===== src/sv/b13_pkg.sv =====
`timescale 1ns / 1ps

package b13_pkg;

    // Fixed widths of the word fields.
    localparam int DIGITS_W = 40;
    localparam int VALUE_W  = 38;

    // Operation codes.
    localparam logic [1:0] OP_ADD     = 2'd0;
    localparam logic [1:0] OP_SUB     = 2'd1;
    localparam logic [1:0] OP_BIN2DIG = 2'd2;
    localparam logic [1:0] OP_DIG2BIN = 2'd3;

    typedef struct packed {
        logic [1:0]          operation;
        logic [DIGITS_W-1:0] operand_a;
        logic [DIGITS_W-1:0] operand_b;
        logic [VALUE_W-1:0]  binary_value;
    } b13_req_t;

    typedef struct packed {
        logic [DIGITS_W-1:0] result_digits;
        logic [VALUE_W-1:0]  result_value;
        logic                overflow;
    } b13_rsp_t;

    // Control that travels with a word from cell to cell. The flag is the
    // column carry or borrow for add and subtract, and the sticky overflow
    // for the two conversions.
    typedef struct packed {
        logic       valid;
        logic [1:0] op;
        logic       flag;
    } b13_ctl_t;

endpackage


===== src/sv/b13_chan_if.sv =====
`timescale 1ns / 1ps

interface b13_chan_if #(
    parameter type payload_t = logic
);
    logic     valid;
    logic     ready;
    payload_t payload;

    modport source (
        output valid,
        output payload,
        input  ready
    );

    modport sink (
        input  valid,
        input  payload,
        output ready
    );
endinterface


===== src/sv/b13_out_buf.sv =====
`timescale 1ns / 1ps

module b13_out_buf (
    input  logic              clk,
    input  logic              rst_n,
    input  logic              push,
    input  b13_pkg::b13_rsp_t push_word,
    output logic              full,
    b13_chan_if.source        rsp
);
    import b13_pkg::*;

    logic [1:0] count_reg, count_next;
    logic       wr_ptr_reg, wr_ptr_next;
    logic       rd_ptr_reg, rd_ptr_next;
    b13_rsp_t   entry_reg [2];
    logic       pop;

    assign pop         = rsp.valid && rsp.ready;
    assign rsp.valid   = (count_reg != 2'd0);
    assign rsp.payload = entry_reg[rd_ptr_reg];
    assign full        = (count_reg == 2'd2);

    always_comb begin
        count_next  = count_reg + 2'(push) - 2'(pop);
        wr_ptr_next = wr_ptr_reg ^ push;
        rd_ptr_next = rd_ptr_reg ^ pop;
    end

    always_ff @(posedge clk or negedge rst_n) begin
        if (!rst_n) begin
            count_reg  <= 2'd0;
            wr_ptr_reg <= 1'b0;
            rd_ptr_reg <= 1'b0;
        end else begin
            count_reg  <= count_next;
            wr_ptr_reg <= wr_ptr_next;
            rd_ptr_reg <= rd_ptr_next;
        end
    end

    always_ff @(posedge clk) begin
        if (push) begin
            entry_reg[wr_ptr_reg] <= push_word;
        end
    end

endmodule


===== src/flat_wrapper.sv =====
// flat-port wrapper written by rule: the top's interface ports become plain ports
module b13_out_buf_flat import b13_pkg::*;
  (clk, rst_n, push, push_word, full, rsp_valid, rsp_payload, rsp_ready);
  b13_chan_if rsp_i ();
  input  logic clk;
  input  logic rst_n;
  input  logic push;
  input  b13_pkg::b13_rsp_t push_word;
  output logic full;
  output wire logic [$bits(rsp_i.valid)-1:0] rsp_valid;
  output wire logic [$bits(rsp_i.payload)-1:0] rsp_payload;
  input wire logic [$bits(rsp_i.ready)-1:0] rsp_ready;
  assign rsp_valid = rsp_i.valid;
  assign rsp_payload = rsp_i.payload;
  assign rsp_i.ready = rsp_ready;
  b13_out_buf u_core (.clk(clk), .rst_n(rst_n), .push(push), .push_word(push_word), .full(full), .rsp(rsp_i));
endmodule

===== config.mk =====
export PLATFORM = sky130hd
export DESIGN_NAME = b13_out_buf_flat
export DESIGN_NICKNAME = d
export VERILOG_FILES = /design/src/sv/b13_pkg.sv /design/src/sv/b13_chan_if.sv /design/src/sv/b13_out_buf.sv /design/src/flat_wrapper.sv
export SDC_FILE = /design/constraint.sdc
export NUM_CORES = 1
export LEC_CHECK = 0
export BUFFER_PORTS_ARGS = -buffer_cell sky130_fd_sc_hd__buf_2
export CAP_MARGIN = 20
export CORE_AREA = 10 10 50 52
export CTS_CLUSTER_SIZE = 20
export DETAILED_ROUTE_END_ITERATION = 7
export DIE_AREA = 0 0 60 62
export PLACE_DENSITY = 0.87
export SLEW_MARGIN = 20
export SYNTH_ARGS = -nofsm -noshare
export SYNTH_HDL_FRONTEND = slang
export SYNTH_SLANG_ARGS = --single-unit

===== constraint.sdc =====
create_clock -name clk -period 2.1 [get_ports clk]
set_input_delay 0.42 -clock clk [delete_from_list [all_inputs] [get_ports clk]]
set_output_delay 0.42 -clock clk [all_outputs]
set_load 0.01 [all_outputs]

# [Yosys cells after proc, flatten, opt, wreduce, memory -nomap -nowiden]
# Memories as Yosys holds them, arrays and structs flattened.
# Cells that the tools add are included.
[totals] memories=1 input_bits=83 latchBits=0 ramBits=158 mem_bits_ro=0 output_inout_bits=3 reg_bits=4
[op_classes] n_div=0 bitwise_logic=2 multipliers=0 n_addsub=2 reduce_logical=2 n_shift=0 magnitude_cmp=0 n_eq_ne=1 muxes=2
[memory_table] name="u_core.entry_reg" words=2 width=79 read_ports=1 rd_ports_with_merged_regs=0 wr=1 line="b13_out_buf.sv:16" source="b13_rsp_t entry_reg [2];"
[op_table] operator="$add A2 B1 Y2" count=1
[op_table] operator="$eq A2 B2 Y1 const B" count=1
[op_table] operator="$mux W1" count=2
[op_table] operator="$reduce_bool A2 Y1" count=1
[op_table] operator="$sub A2 B1 Y2" count=1
[op_table] operator="$xor A1 B1 Y1" count=2
[op_table] operator="$logic_and A1 B1 Y1" count=1

# [Logic depth before layout (Yosys ltp)]
[depth] ltp_word=3 depth_mapped=6 mapped_depth_nobuf=6

# [Worst setup path after synthesis]
# Ideal clock, no wire load.
[synth_path] path_type="register -> register" start="register u_core.count_reg[1]" end="register u_core.count_reg[1]" synth_period_minus_slack_ps=1438 slack_ps=662 arrival_ps=1315 stages_incl_launch_ff=7 t_required_ps=1977 cell_sequence="dfrtp_1 > o21a_2 > ha_1 > inv_1 > ha_1 > xnor2_1 > xnor2_1"
[synth_via] elab_chain_cells=3 word_cells_on_any_way=4 classes_between="2 x add/sub; 2 x reduce/logical"
[synth_rtl] element="from (decl)" line="b13_out_buf.sv:13" source="logic [1:0] count_reg, count_next;"
[synth_rtl] element="from (signal assigned)" line="b13_out_buf.sv:36" source="count_reg <= count_next;"
[synth_rtl] element="branches (longest 2 deep; another with $add A2 B1 Y2)"
[synth_rtl] element="$sub A2 B1 Y2 (*)" line="b13_out_buf.sv:25" source="count_next = count_reg + 2'(push) - 2'(pop);"
[synth_rtl] element="named net u_core.count_next[1]" line="b13_out_buf.sv:13"
# Mark *: on every way through the listed nets, which the timed path passes.

# [Worst setup path in the final report]
# Same ends and word-level chain as after synthesis.

==> summary.txt <==
Status -> finished, final reports clean
Vias in the first global route -> 199
CP Data Required Time -> 2260 ps
Antenna Cells -> 0
Seq cells post-synth -> 6
Max IR drop VDD -> 0.0002443 V
Critical path type -> reg2reg
Final net count -> 121
Arrival @ worst endpoint -> 1660 ps
Final hold slack -> 366.5 ps
Fin. max-slew vios -> 0
Worst-margin pin slew -> 168.9 ps
Leak pwr -> 0.1844 nW
Gr usage total -> 3.567%
CTS max path bufs -> 2
Crit-path cells -> o21a_2 > ha_1 > inv_1 > ha_1 > xnor2_1 > xnor2_1
1st-iter DRT viols -> 1
Cell Pwr Density -> 1349 nW/µm²
Syn_area_per_cell -> 13.52 µm²
Final period util -> 71.45%
DRC Markers -> 0
DP Worst Slack -> 589.3 ps
CP Capture Type -> register
Fin. Hold Viols -> 0
Clock sink count -> 6
Top Family by Delay on Critical Path -> adder cells
Reg2reg setup slack -> 600 ps
Tmin final -> 1501 ps
Synth cell types -> 10
Die area -> 3720 µm²
CORE AREA -> 1614 µm²
YS warnings -> 0
Setup ws final -> 599.5 ps
Critical path peak fanout -> 4
Max_slew headroom -> 88.66%
Max cap viols -> 0
Reg clk slew, reported paths -> 50 ps
Hold Path Cell Cnt -> 1
RSZ-0062 raised after global routing -> no
Beginning of the worst hold path -> push_word[0]
Starting Density -> 17.60%
# IOs -> 86
Syn Inst Count -> 21
Die H -> 62 µm
Net count after synthesis -> 108
Layout area overhead -> 32.60%
# port buffers -> 7
Post-DP HPWL -> 403.3 µm
Total gr overflow -> 0
Post-synthesis sequential area ratio -> 56.39%
Slowest CP cell -> dfrtp_1
Root buffer cell -> clkbuf_4
DR vias -> 178
CP Launch Point -> u_core.count_reg[1]$_DFF_PN0_
Initial antenna violation count -> 0
WP buf/inv -> 1
Final GP Congestion -> 0.6359
Largest stage delay on the critical path -> 400 ps
Startpoint Class -> register
CTS buffer count -> 3
Worst Hold End -> u_core.entry_reg[0][0]$_DFFE_PP_
Max Fclk -> 666.4 MHz
Detail Route Antenna Nets -> 0
Final setup fails -> 0
WL/cell -> 9.160 µm
Core Rows -> 15
Pre-antenna DRT Iters -> 2
Postcts setup bufs -> 0
Worst-Skew Late Latency -> 240 ps
H-tree levels -> 1
First-pass GRT wire length -> 807 µm
Drt total wl -> 458 µm
Netlist Area Pre-Place -> 284.0 µm²
Detailed-route vias per instance -> 3.560
TNS Setup -> 0 ps
DIE WIDTH -> 60 µm
Class of the worst hold path -> in2reg
Worst Skew -> 2.620 ps
R2r endpoint -> u_core.count_reg[1]$_DFF_PN0_
Share of cells above drive strength 1 -> 39.39%
CTS tree -> done
Worst r2r path cells -> 6
Largest net degree at the start of global routing -> 5
Worst r2r src -> u_core.count_reg[1]$_DFF_PN0_
timing repair:
| action | in CTS | in global routing |
|---|---|---|
| endpoints found under the hold margin | 4 | 0 |
| resized for setup | 0 | 0 |
| hold buffers | 1 | 0 |
metal layers:
| layer | track usage (%) | wire, µm |
|---|---|---|
| met3 | 4.472 | 84 |
| met2 | 3.971 | 203 |
| met1 | 2.549 | 171 |
| met4 | 4.808 | 0 |
| met5 | 0 | 0 |
cells by family after synthesis:
| family | Yosys count | share of synthesized area [%] |
|---|---|---|
| compound gates | 1 | 3.084 |
| simple gates | 2 | 4.408 |
| flops | 6 | 56.39 |
| fa+ha+maj | 4 | 17.62 |
| mux | 1 | 3.964 |
| buf+inv | 4 | 5.285 |
| xor+xnor | 3 | 9.253 |
cell usage after synthesis:
cell type	number	area, µm²
o21a_2	1	8.760
mux2_2	1	11.26
inv_1	4	15.01
ha_1	4	50.05
or2_2	1	6.260
xnor2_1	2	17.52
xor2_1	1	8.760
dfrtp_1	4	100.1
nor2b_1	1	6.260
edfxtp_1	2	60.06
through the flow:
step	power (mW)	instance area, µm²	std cells	utilization, %
2_1_floorplan	0.3439	284.0	21	-
3_3_place_gp	0.3868	340.3	45	21.09
3_5_place_dp	0.4006	340.3	45	21.09
4_1_cts	0.5230	376.6	50	23.33
5_1_grt	0.5715	376.6	50	23.33
6_report	0.5082	376.6	50	23.33
layout make-up:
type,instances,area [µm²]
flip-flops and latches,6,160.2
fillers,179,1237
repair buffers,8,45.04
well taps,17,21.27
clock buffers,4,26.28
multi-input cells,11,108.9
inverters,4,15.01
placed cells by master, fill, tap and decap left out, drive strengths merged:
cell type	Yosys	final
inv	4	4
ha	4	4
buf	0	7
o21a	1	1
nor2b	1	1
dfrtp	4	4
dlygate4sd3	0	1
or2	1	1
xnor2	2	2
edfxtp	2	2
xor2	1	1
clkbuf	0	4
mux2	1	1
power breakdown:
part	internal (mW)	switching [mW]
clock	0.0720	0.0422
sequential	0.173	0.0334
combinational	0.103	0.0840
total	0.349	0.160
worst max path at each step:
stage	to	slack (ps)	depth (start not counted)
after detailed placement	u_core.count_reg[1]$_DFF_PN0_	590	7
after floorplan	u_core.count_reg[1]$_DFF_PN0_	660	6
after global routing	u_core.count_reg[1]$_DFF_PN0_	470	6
final	u_core.count_reg[1]$_DFF_PN0_	600	6
after global placement	u_core.count_reg[1]$_DFF_PN0_	620	7
after CTS	rsp_valid	580	2
Note: power is estimated with default switching activity, not from simulation.
