[src/sv/b13_pkg.sv]
`timescale 1ns / 1ps

package b13_pkg;

    // Fixed widths of the word fields.
    localparam int DIGITS_W = 40;
    localparam int VALUE_W  = 38;

    // Operation codes.
    localparam logic [1:0] OP_ADD     = 2'd0;
    localparam logic [1:0] OP_SUB     = 2'd1;
    localparam logic [1:0] OP_BIN2DIG = 2'd2;
    localparam logic [1:0] OP_DIG2BIN = 2'd3;

    typedef struct packed {
        logic [1:0]          operation;
        logic [DIGITS_W-1:0] operand_a;
        logic [DIGITS_W-1:0] operand_b;
        logic [VALUE_W-1:0]  binary_value;
    } b13_req_t;

    typedef struct packed {
        logic [DIGITS_W-1:0] result_digits;
        logic [VALUE_W-1:0]  result_value;
        logic                overflow;
    } b13_rsp_t;

    // Control that travels with a word from cell to cell. The flag is the
    // column carry or borrow for add and subtract, and the sticky overflow
    // for the two conversions.
    typedef struct packed {
        logic       valid;
        logic [1:0] op;
        logic       flag;
    } b13_ctl_t;

endpackage

[src/sv/b13_cell.sv]
`timescale 1ns / 1ps

module b13_cell #(
    parameter int NUM_DIGITS = 10,
    parameter int RADIX      = 13,
    parameter int CELL_IDX   = 0
) (
    input  logic                        clk,
    input  logic                        rst_n,
    input  logic                        en,
    input  b13_pkg::b13_ctl_t           ctl_in,
    input  logic [4*NUM_DIGITS-1:0]     a_in,
    input  logic [4*NUM_DIGITS-1:0]     b_in,
    input  logic [b13_pkg::VALUE_W-1:0] work_in,
    output b13_pkg::b13_ctl_t           ctl_out,
    output logic [4*NUM_DIGITS-1:0]     a_out,
    output logic [4*NUM_DIGITS-1:0]     b_out,
    output logic [b13_pkg::VALUE_W-1:0] work_out
);
    import b13_pkg::*;

    localparam int         DIG_W  = 4 * NUM_DIGITS;
    localparam bit         ACTIVE = (CELL_IDX < NUM_DIGITS);
    // Column handled by add and subtract, and the digit taken by the Horner step.
    localparam int         COL_LO = ACTIVE ? 4 * CELL_IDX : 0;
    localparam int         SRC_LO = ACTIVE ? 4 * (NUM_DIGITS - 1 - CELL_IDX) : 0;
    localparam int         PROD_W = VALUE_W + 5;
    localparam logic [4:0] RADIX5 = 5'(RADIX);
    localparam logic [5:0] RADIX6 = 6'(RADIX);

    b13_ctl_t           ctl_reg, ctl_next;
    logic [DIG_W-1:0]   a_reg, a_next;
    logic [DIG_W-1:0]   b_reg, b_next;
    logic [VALUE_W-1:0] work_reg, work_next;

    logic [3:0]         mod_tbl [32];
    logic [3:0]         a_dig, b_dig, src_dig;
    logic [4:0]         col_sum;
    logic [5:0]         col_diff, col_fix;
    logic [3:0]         add_dig, sub_dig;
    logic               add_cy, sub_bw;
    logic [DIG_W-1:0]   dbl_dig;
    logic               dbl_cy;
    logic [PROD_W-1:0]  horner;

    // Remainder table for column sums up to 31.
    for (genvar s = 0; s < 32; s++) begin : g_mod
        localparam logic [3:0] MOD_VAL = 4'(s % RADIX);
        assign mod_tbl[s] = MOD_VAL;
    end

    // One column of add or subtract.
    always_comb begin
        a_dig    = a_in[COL_LO +: 4];
        b_dig    = b_in[COL_LO +: 4];
        col_sum  = 5'(a_dig) + 5'(b_dig) + 5'(ctl_in.flag);
        add_dig  = mod_tbl[col_sum];
        add_cy   = (col_sum >= RADIX5);
        col_diff = 6'(a_dig) - 6'(b_dig) - 6'(ctl_in.flag);
        col_fix  = col_diff + RADIX6;
        sub_bw   = col_diff[5];
        sub_dig  = sub_bw ? col_fix[3:0] : col_diff[3:0];
    end

    // Doubling of all digits with the next binary bit shifted in at the
    // bottom. Carries use generate and propagate terms as in an adder.
    always_comb begin
        logic [4:0] twice;
        logic [4:0] t;
        logic       cy;
        cy      = work_in[VALUE_W-1];
        dbl_dig = '0;
        for (int i = 0; i < NUM_DIGITS; i++) begin
            twice = {a_in[4*i +: 4], 1'b0};
            t     = twice + 5'(cy);
            cy    = (twice >= RADIX5) | ((twice == (RADIX5 - 5'd1)) & cy);
            dbl_dig[4*i +: 4] = cy ? 4'(t - RADIX5) : t[3:0];
        end
        dbl_cy = cy;
    end

    // Horner step, most significant digit first.
    always_comb begin
        src_dig = a_in[SRC_LO +: 4];
        horner  = PROD_W'(work_in) * PROD_W'(RADIX) + PROD_W'(src_dig);
    end

    always_comb begin
        ctl_next  = ctl_in;
        a_next    = a_in;
        b_next    = b_in;
        work_next = work_in;
        unique case (ctl_in.op)
            OP_ADD: begin
                if (ACTIVE) begin
                    a_next[COL_LO +: 4] = add_dig;
                    ctl_next.flag       = add_cy;
                end
            end
            OP_SUB: begin
                if (ACTIVE) begin
                    a_next[COL_LO +: 4] = sub_dig;
                    ctl_next.flag       = sub_bw;
                end
            end
            OP_BIN2DIG: begin
                a_next        = dbl_dig;
                work_next     = work_in << 1;
                ctl_next.flag = ctl_in.flag | dbl_cy;
            end
            OP_DIG2BIN: begin
                if (ACTIVE) begin
                    work_next     = horner[VALUE_W-1:0];
                    ctl_next.flag = ctl_in.flag | (|horner[PROD_W-1:VALUE_W]);
                end
            end
        endcase
    end

    always_ff @(posedge clk or negedge rst_n) begin
        if (!rst_n) begin
            ctl_reg <= '0;
        end else if (en) begin
            ctl_reg <= ctl_next;
        end
    end

    always_ff @(posedge clk) begin
        if (en) begin
            a_reg    <= a_next;
            b_reg    <= b_next;
            work_reg <= work_next;
        end
    end

    assign ctl_out  = ctl_reg;
    assign a_out    = a_reg;
    assign b_out    = b_reg;
    assign work_out = work_reg;

endmodule

[config.mk]
export PLATFORM = sky130hd
export DESIGN_NAME = b13_cell
export DESIGN_NICKNAME = d
export VERILOG_FILES = /design/src/sv/b13_pkg.sv /design/src/sv/b13_cell.sv
export SDC_FILE = /design/constraint.sdc
export NUM_CORES = 1
export LEC_CHECK = 0
export BUFFER_PORTS_ARGS = -buffer_cell sky130_fd_sc_hd__buf_2
export CAP_MARGIN = 20
export CORE_MARGIN = 2
export CORE_UTILIZATION = 40
export DETAILED_ROUTE_END_ITERATION = 7
export GPL_TIMING_DRIVEN = 1
export PLACE_DENSITY = 0.69
export SLEW_MARGIN = 20
export SYNTH_ARGS = -nofsm -noshare
export SYNTH_HDL_FRONTEND = slang
export SYNTH_SLANG_ARGS = --single-unit
[constraint.sdc]
create_clock -name clk -period 0.85 [get_ports clk]
set_input_delay 0.17 -clock clk [delete_from_list [all_inputs] [get_ports clk]]
set_output_delay 0.17 -clock clk [all_outputs]
set_load 0.01 [all_outputs]
== After elaboration in Yosys (flattened, before gate mapping) ==
Memories as Yosys holds them, arrays and structs flattened.
Index checks and enable logic that the tools add are counted.
Cells by class
  $add $sub $neg: 26
  $mul: 1
  order comparisons: 12
  equal/unequal tests: 13
  multiplexer cells: 17
  bitwise logic cells: 23
  reduce and logical (&&, ||, !) cells: 2
Operator list (count)
  $pmux W38 S2: 1
  $ge A5 B4 Y1 const B: 11
  $mux W4: 13
  $add A42 B4 Y43: 1
  $mul A38 B4 Y42 const B: 1
  $add A4 B1 Y4: 10
  $eq A4 B3 Y1 const B: 10
  $sub A4 B4 Y4 const B: 10
  $mux W36: 1
  $or A1 B1 Y1: 12
  $pmux W4 S3: 1
  $and A1 B1 Y1: 10
  $ge A6 B6 Y1 const B: 1
  $not A5 Y6: 1
  $sub A5 B2 Y6: 1
  $add A4 B4 Y5: 1
  $add A5 B1 Y5: 1
  $reduce_or A5 Y1: 1
  $sub A4 B4 Y5: 1
  $add A4 B4 Y4 const B: 1
  $eq A2 B2 Y1 const B: 2
  $pmux W1 S4: 1
  $eq A2 B1 Y1 const B: 1
  $logic_not A2 Y1: 1
Storage, ports and cells
  bits in registers: 122
  bits in read-only memories: 128
  bits of input ports: 125
  output and inout port bits: 122
  logic and storage cells: 101
  memories kept: 1
Memories
  (name not given): words 32, width 4, rd ports 1, clocked after Yosys merged registers in 0, wr ports 0, line b13_cell.sv:57  | add_dig = mod_tbl[col_sum];

== Longest topological paths before layout ==
  depth in word-level cells: 23
  gate-level depth with buffers: 15
  mapped depth without buffers: 15

== Least setup slack after synthesis ==
OpenSTA, ideal clock, no wires.
  kind: input-to-reg
  start point: in work_in[0] (netlist name)
  end point: reg work_reg[36], in the netlist work_out[36], data pin
  arrival: 3.419 ns
  data required time: 0.579 ns
  path slack: -2.840 ns
  cell stages on the path: 15
  path buffers: 0
  path through: ha_1 > ha_1 > inv_1 > fa_1 > inv_1 > ha_1 > o21ai_1 > o31ai_4 > a2111oi_4 > o31ai_4 > a41oi_4 > o31ai_4 > a211oi_2 > xor2_1 > o221ai_1
Between the ends
  longest elaborated chain between the ends: 3
Ends and longest elaborated chain
  start, declared: line b13_cell.sv:14  | input logic [b13_pkg::VALUE_W-1:0] work_in,
  $mul A38 B4 Y42: line b13_cell.sv:85  | horner = PROD_W'(work_in) * PROD_W'(RADIX) + PROD_W'(src_dig);
  $add A42 B4 Y43: line b13_cell.sv:85
  $pmux W38 S2: line b13_cell.sv:93  | unique case (ctl_in.op)
  net work_next[36]: line b13_cell.sv:34  | logic [VALUE_W-1:0] work_reg, work_next;
  end signal, assigned: line b13_cell.sv:132  | work_reg <= work_next;
  end, declared: line b13_cell.sv:34
The timed path passes the listed nets, and every way through them passes these cells.
A chain may end at the register's enable or synchronous reset.

== Worst setup path in the final report ==
  start point: in work_in[0] (netlist name)
  end point: reg work_reg[17], in the netlist work_out[17], data pin
Same word-level chain as after synthesis.

==> summary.md <==
| Metric | Value |
|---|---|
| Status | `complete, but fails checks` |
| Failing checks | `setup timing` |
| Vias in the first global route | `11.91k` |
| #FFs+latches synth | `122` |
| Via Count | `11.27k` |
| Worst hold slack | `0.02340 ns` |
| TritonCTS clock tree | `built` |
| Crit Path Class | `in2reg` |
| Reg clk slew, reported paths | `0.08 ns` |
| Met3 GRT Util | `0.03785` |
| Final ANT Viol Nets | `0` |
| Worst vdd ir | `0.001137 V` |
| Syn. warnings | `0` |
| Hold EP | `b_out[3]` |
| Seq/Total Area, Yosys | `0.3379` |
| Synth unique cells | `77` |
| Critical-path maximum fanout | `3` |
| GRT Total Usage | `0.2558` |
| Slew Viols, Final | `0` |
| Maximum operating frequency | `312.2 MHz` |
| Max incr delay on CP | `between 0.4 and 0.5 ns` |
| Initial core utilization | `0.4035` |
| Layout cell share with drive strength beyond 1 | `0.5442` |
| Internal Power | `0.02184 W` |
| First-pass GRT wire length | `around 58000 um` |
| CP max stage cell | `fa_1` |
| Number of synthesized flops with an enable pin | `118` |
| Skew-Pair Late Insertion Delay | `about 0.42 ns` |
| Die Y | `168.2 um` |
| HP Start | `b_in[3]` |
| Site Rows | `60` |
| Finish-stage setup viols | `200` |
| IO Port Bufs | `246` |
| Setup_tns | `-152.68 ns` |
| DRC Markers | `0` |
| Critical Path Sink Type | `flop` |
| Register share of total power | `0.214` |
| Maximum clock path buffer count | `2` |
| Most used routing layer | `met2` |
| Synth async-reset ratio | `0.03279` |
| Clock power frac | `0.206` |
| Fin nets | `2051` |
| Fillers | `1859` |
| Hold Crit Depth | `2` |
| R2R setup slack | `-0.18 ns` |
| Power Density | `between 1500 and 2000 nW/um^2` |
| R2r startpoint | `ctl_out[0]` |
| Tot Pwr | `between 0.03 and 0.04 W` |
| R2R cell count | `3` |
| Met1 usage | `0.2926` |
| Most frequent cells in the layout | `314 x buf_4, 228 x buf_2, 118 x edfxtp_1, 82 x ha_4, 79 x nor2_1` |
| Max_cap viols | `0` |
| Final hold vios | `0` |
| Most common cell after layout, fill and taps aside | `buf_4` |
| Sink Count | `about 120` |
| DR vias/cell | `5.381` |
| Die area | `approximately 28000 sq um` |
| Switching pwr | `0.01375 W` |
| Clock Tree Root | `clkbuf_16` |
| TritonRoute pass-1 iters | `5` |
| Syn Nets | `1408` |
| GRT overflow | `0` |
| Placed Cells | `1963` |
| CP Launch Type | `input pin` |
| Syn Std Cell Area | `10780 sq um` |
| Initial antenna violation count | `1` |
| Mapped Cells | `1097` |
| Syn Area/Cell | `9.829 sq um` |
| Unrepaired setup endpoints after global routing | `yes` |
| Critical Path AT | `3.37 ns` |
| Setup Skew | `0 ns` |
| Fin cells | `approximately 2.1k` |
| Pin count of the biggest net entering global routing | `41` |
| H-Tree Depth | `4` |
| Final worst slack | `-2.354 ns` |
| Final period utilization | `3.769` |
| Die width | `168.2 um` |
| Met2 global-route usage | `0.4811` |
| Net Sw Frac | `0.3864` |
| CP Data Required Time | `1.01 ns` |
| Top_reg_cell synth | `edfxtp_1` |
| Combinational share of power | `0.580` |
| I/O pin count | `247` |
| P&R area growth vs syn | `71.98%` |
| Core Area | `approximately 27000 sq um` |
| Post-DR wirelength/cell | `17.88 um` |
| 1st-iter DRT viols | `748` |
| Hold WC Path Type | `in2reg` |
| Crit-path cells | `buf_8 > ha_4 > ha_4 > inv_2 > fa_1 > inv_2 > ha_4 > nor2b_4 > o31a_1 > o31ai_4 > buf_4 > a31oi_4 > o21a_1 > o21a_1 > nor2_2 > mux2i_1 > a211o_1` |
| Dpl hpwl | `26370 um` |
| Most frequent CP cell | `ha_4` |
| Worst r2r dst | `ctl_out[0]` |
| Static Leak | `around 8.2 nW` |
| Tmin final | `3.204 ns` |
| TritonCTS Buffers | `17` |
| Gpl congestion | `0.9043` |
| Slew headroom | `0.7042` |
| Measured slew at the worst slew-check pin | `approximately 0.44 ns` |
| Final wirelength | `37460 um` |
-- worst max path at each step --
stage	cells past startpoint	start	end	slack (ns)
6_report	17	work_in[0]	work_out[17]	-2.35
2_1_floorplan	15	work_in[0]	work_out[34]	-2.57
5_1_grt	15	work_in[32]	ctl_out[0]	-2.48
4_1_cts	16	work_in[2]	work_out[36]	-2.36
3_3_place_gp	14	work_in[12]	work_out[34]	-2.81
3_5_place_dp	14	work_in[20]	work_out[36]	-2.90
-- layer usage --
| layer | up-vias | routed length [um] |
|---|---|---|
| li1 | 5327 | - |
| met3 | 90 | 2004 |
| met2 | 396 | 19510 |
| met4 | 0 | 1102 |
| met5 | - | 0 |
| met1 | 5460 | 14840 |
-- cells by family (layout without fill, tap and decap cells) --
kind of cell             count (synthesis)  count (layout)  synth area share
AND/OR/NAND/NOR                        279             279            0.1172
flip-flops                             122             122            0.3379
XOR/XNOR                                39              39           0.03168
adder cells (fa/ha/maj)                186             186            0.2430
buffers and inverters                  124             780           0.04665
multiplexers                            32              32           0.03237
other                                    0               1                 0
AO/OA/AOI/OAI                          315             315            0.1912
-- power by group through the flow --
stage / clock network, W / registers (W) / logic [W]
after floorplan: 0 / 0.00810 / 0.00910
after global placement: 0 / 0.00772 / 0.0154
after detailed placement: 0 / 0.00774 / 0.0158
after CTS: 0.00745 / 0.00762 / 0.0186
after global routing: 0.00763 / 0.00768 / 0.0222
final: 0.00734 / 0.00762 / 0.0206
-- per-stage QoR --
stage               setup slack, ns  area (sq um)  utilization
finish                       -2.354         18540       0.6939
global route                 -2.485         18540       0.6938
CTS                          -2.364         17740       0.6639
detailed placement           -2.899         15410       0.5766
global placement             -2.809         15410       0.5766
floorplan                    -2.568         11590            -
-- Yosys cell counts, types with 4 or more instances --
library cell | number | area [sq um]
o21bai_1 | 9 | 67.56
inv_1 | 87 | 326.6
o21a_1 | 8 | 60.06
nor4_1 | 5 | 31.28
xnor2_1 | 30 | 262.8
o21ai_1 | 9 | 45.04
nand2_1 | 84 | 315.3
a21oi_1 | 101 | 505.5
a211oi_1 | 6 | 45.04
clkbuf_1 | 25 | 93.84
nor2b_1 | 8 | 50.05
o31a_1 | 4 | 35.03
a21boi_0 | 5 | 37.54
dfrtp_1 | 4 | 100.1
a31oi_1 | 23 | 143.9
and2_1 | 7 | 43.79
a211o_1 | 6 | 52.55
fa_1 | 39 | 780.8
nand3_1 | 19 | 95.09
o31ai_1 | 5 | 37.54
nor2_1 | 102 | 382.9
mux2i_1 | 27 | 270.3
a2111oi_0 | 5 | 43.79
xor2_1 | 9 | 78.83
or2_2 | 4 | 25.02
o21ai_0 | 65 | 325.3
a21o_1 | 13 | 97.59
nand4_1 | 5 | 31.28
nor3_1 | 14 | 70.07
o22ai_1 | 13 | 81.33
and3_1 | 15 | 93.84
ha_1 | 147 | 1839
edfxtp_1 | 118 | 3543
nor3b_1 | 4 | 30.03
-- sequential cells by signal, summed over array words and instances, names as in the netlist --
register / flops
ctl_out: 4
work_out: 38
a_out: 40
b_out: 40
-- critical path, delay by kind of cell --
family	cells	cell delay, ns
compound gates	6	1.30
fa+ha+maj	4	1.21
simple gates	2	0.22
mux	1	0.09
buf+inv	4	0.36
-- repair_timing --
item,4_1_cts,5_1_grt
hold buffers,38,0
setup endpoints to repair,200,200
resized for setup,217,134
pin swaps,136,138
hold endpoints to repair,41,0
setup buffers,45,36
-- layout make-up --
| class | instances | area [sq um] | area share |
|---|---|---|---|
| multi-input cells | 851 | 8745 | 0.4716 |
| repair buffers | 658 | 4807 | 0.2592 |
| flip-flops and latches | 122 | 3643 | 0.1965 |
| well taps | 341 | 426.7 | 0.02301 |
| clock buffers | 17 | 425.4 | 0.02294 |
| inverters | 90 | 349.1 | 0.01882 |
| clock inverters | 15 | 145.1 | 0.007827 |
| diodes | 1 | 2.502 | 0.0001349 |
Note: power is estimated with default switching activity, not from simulation.
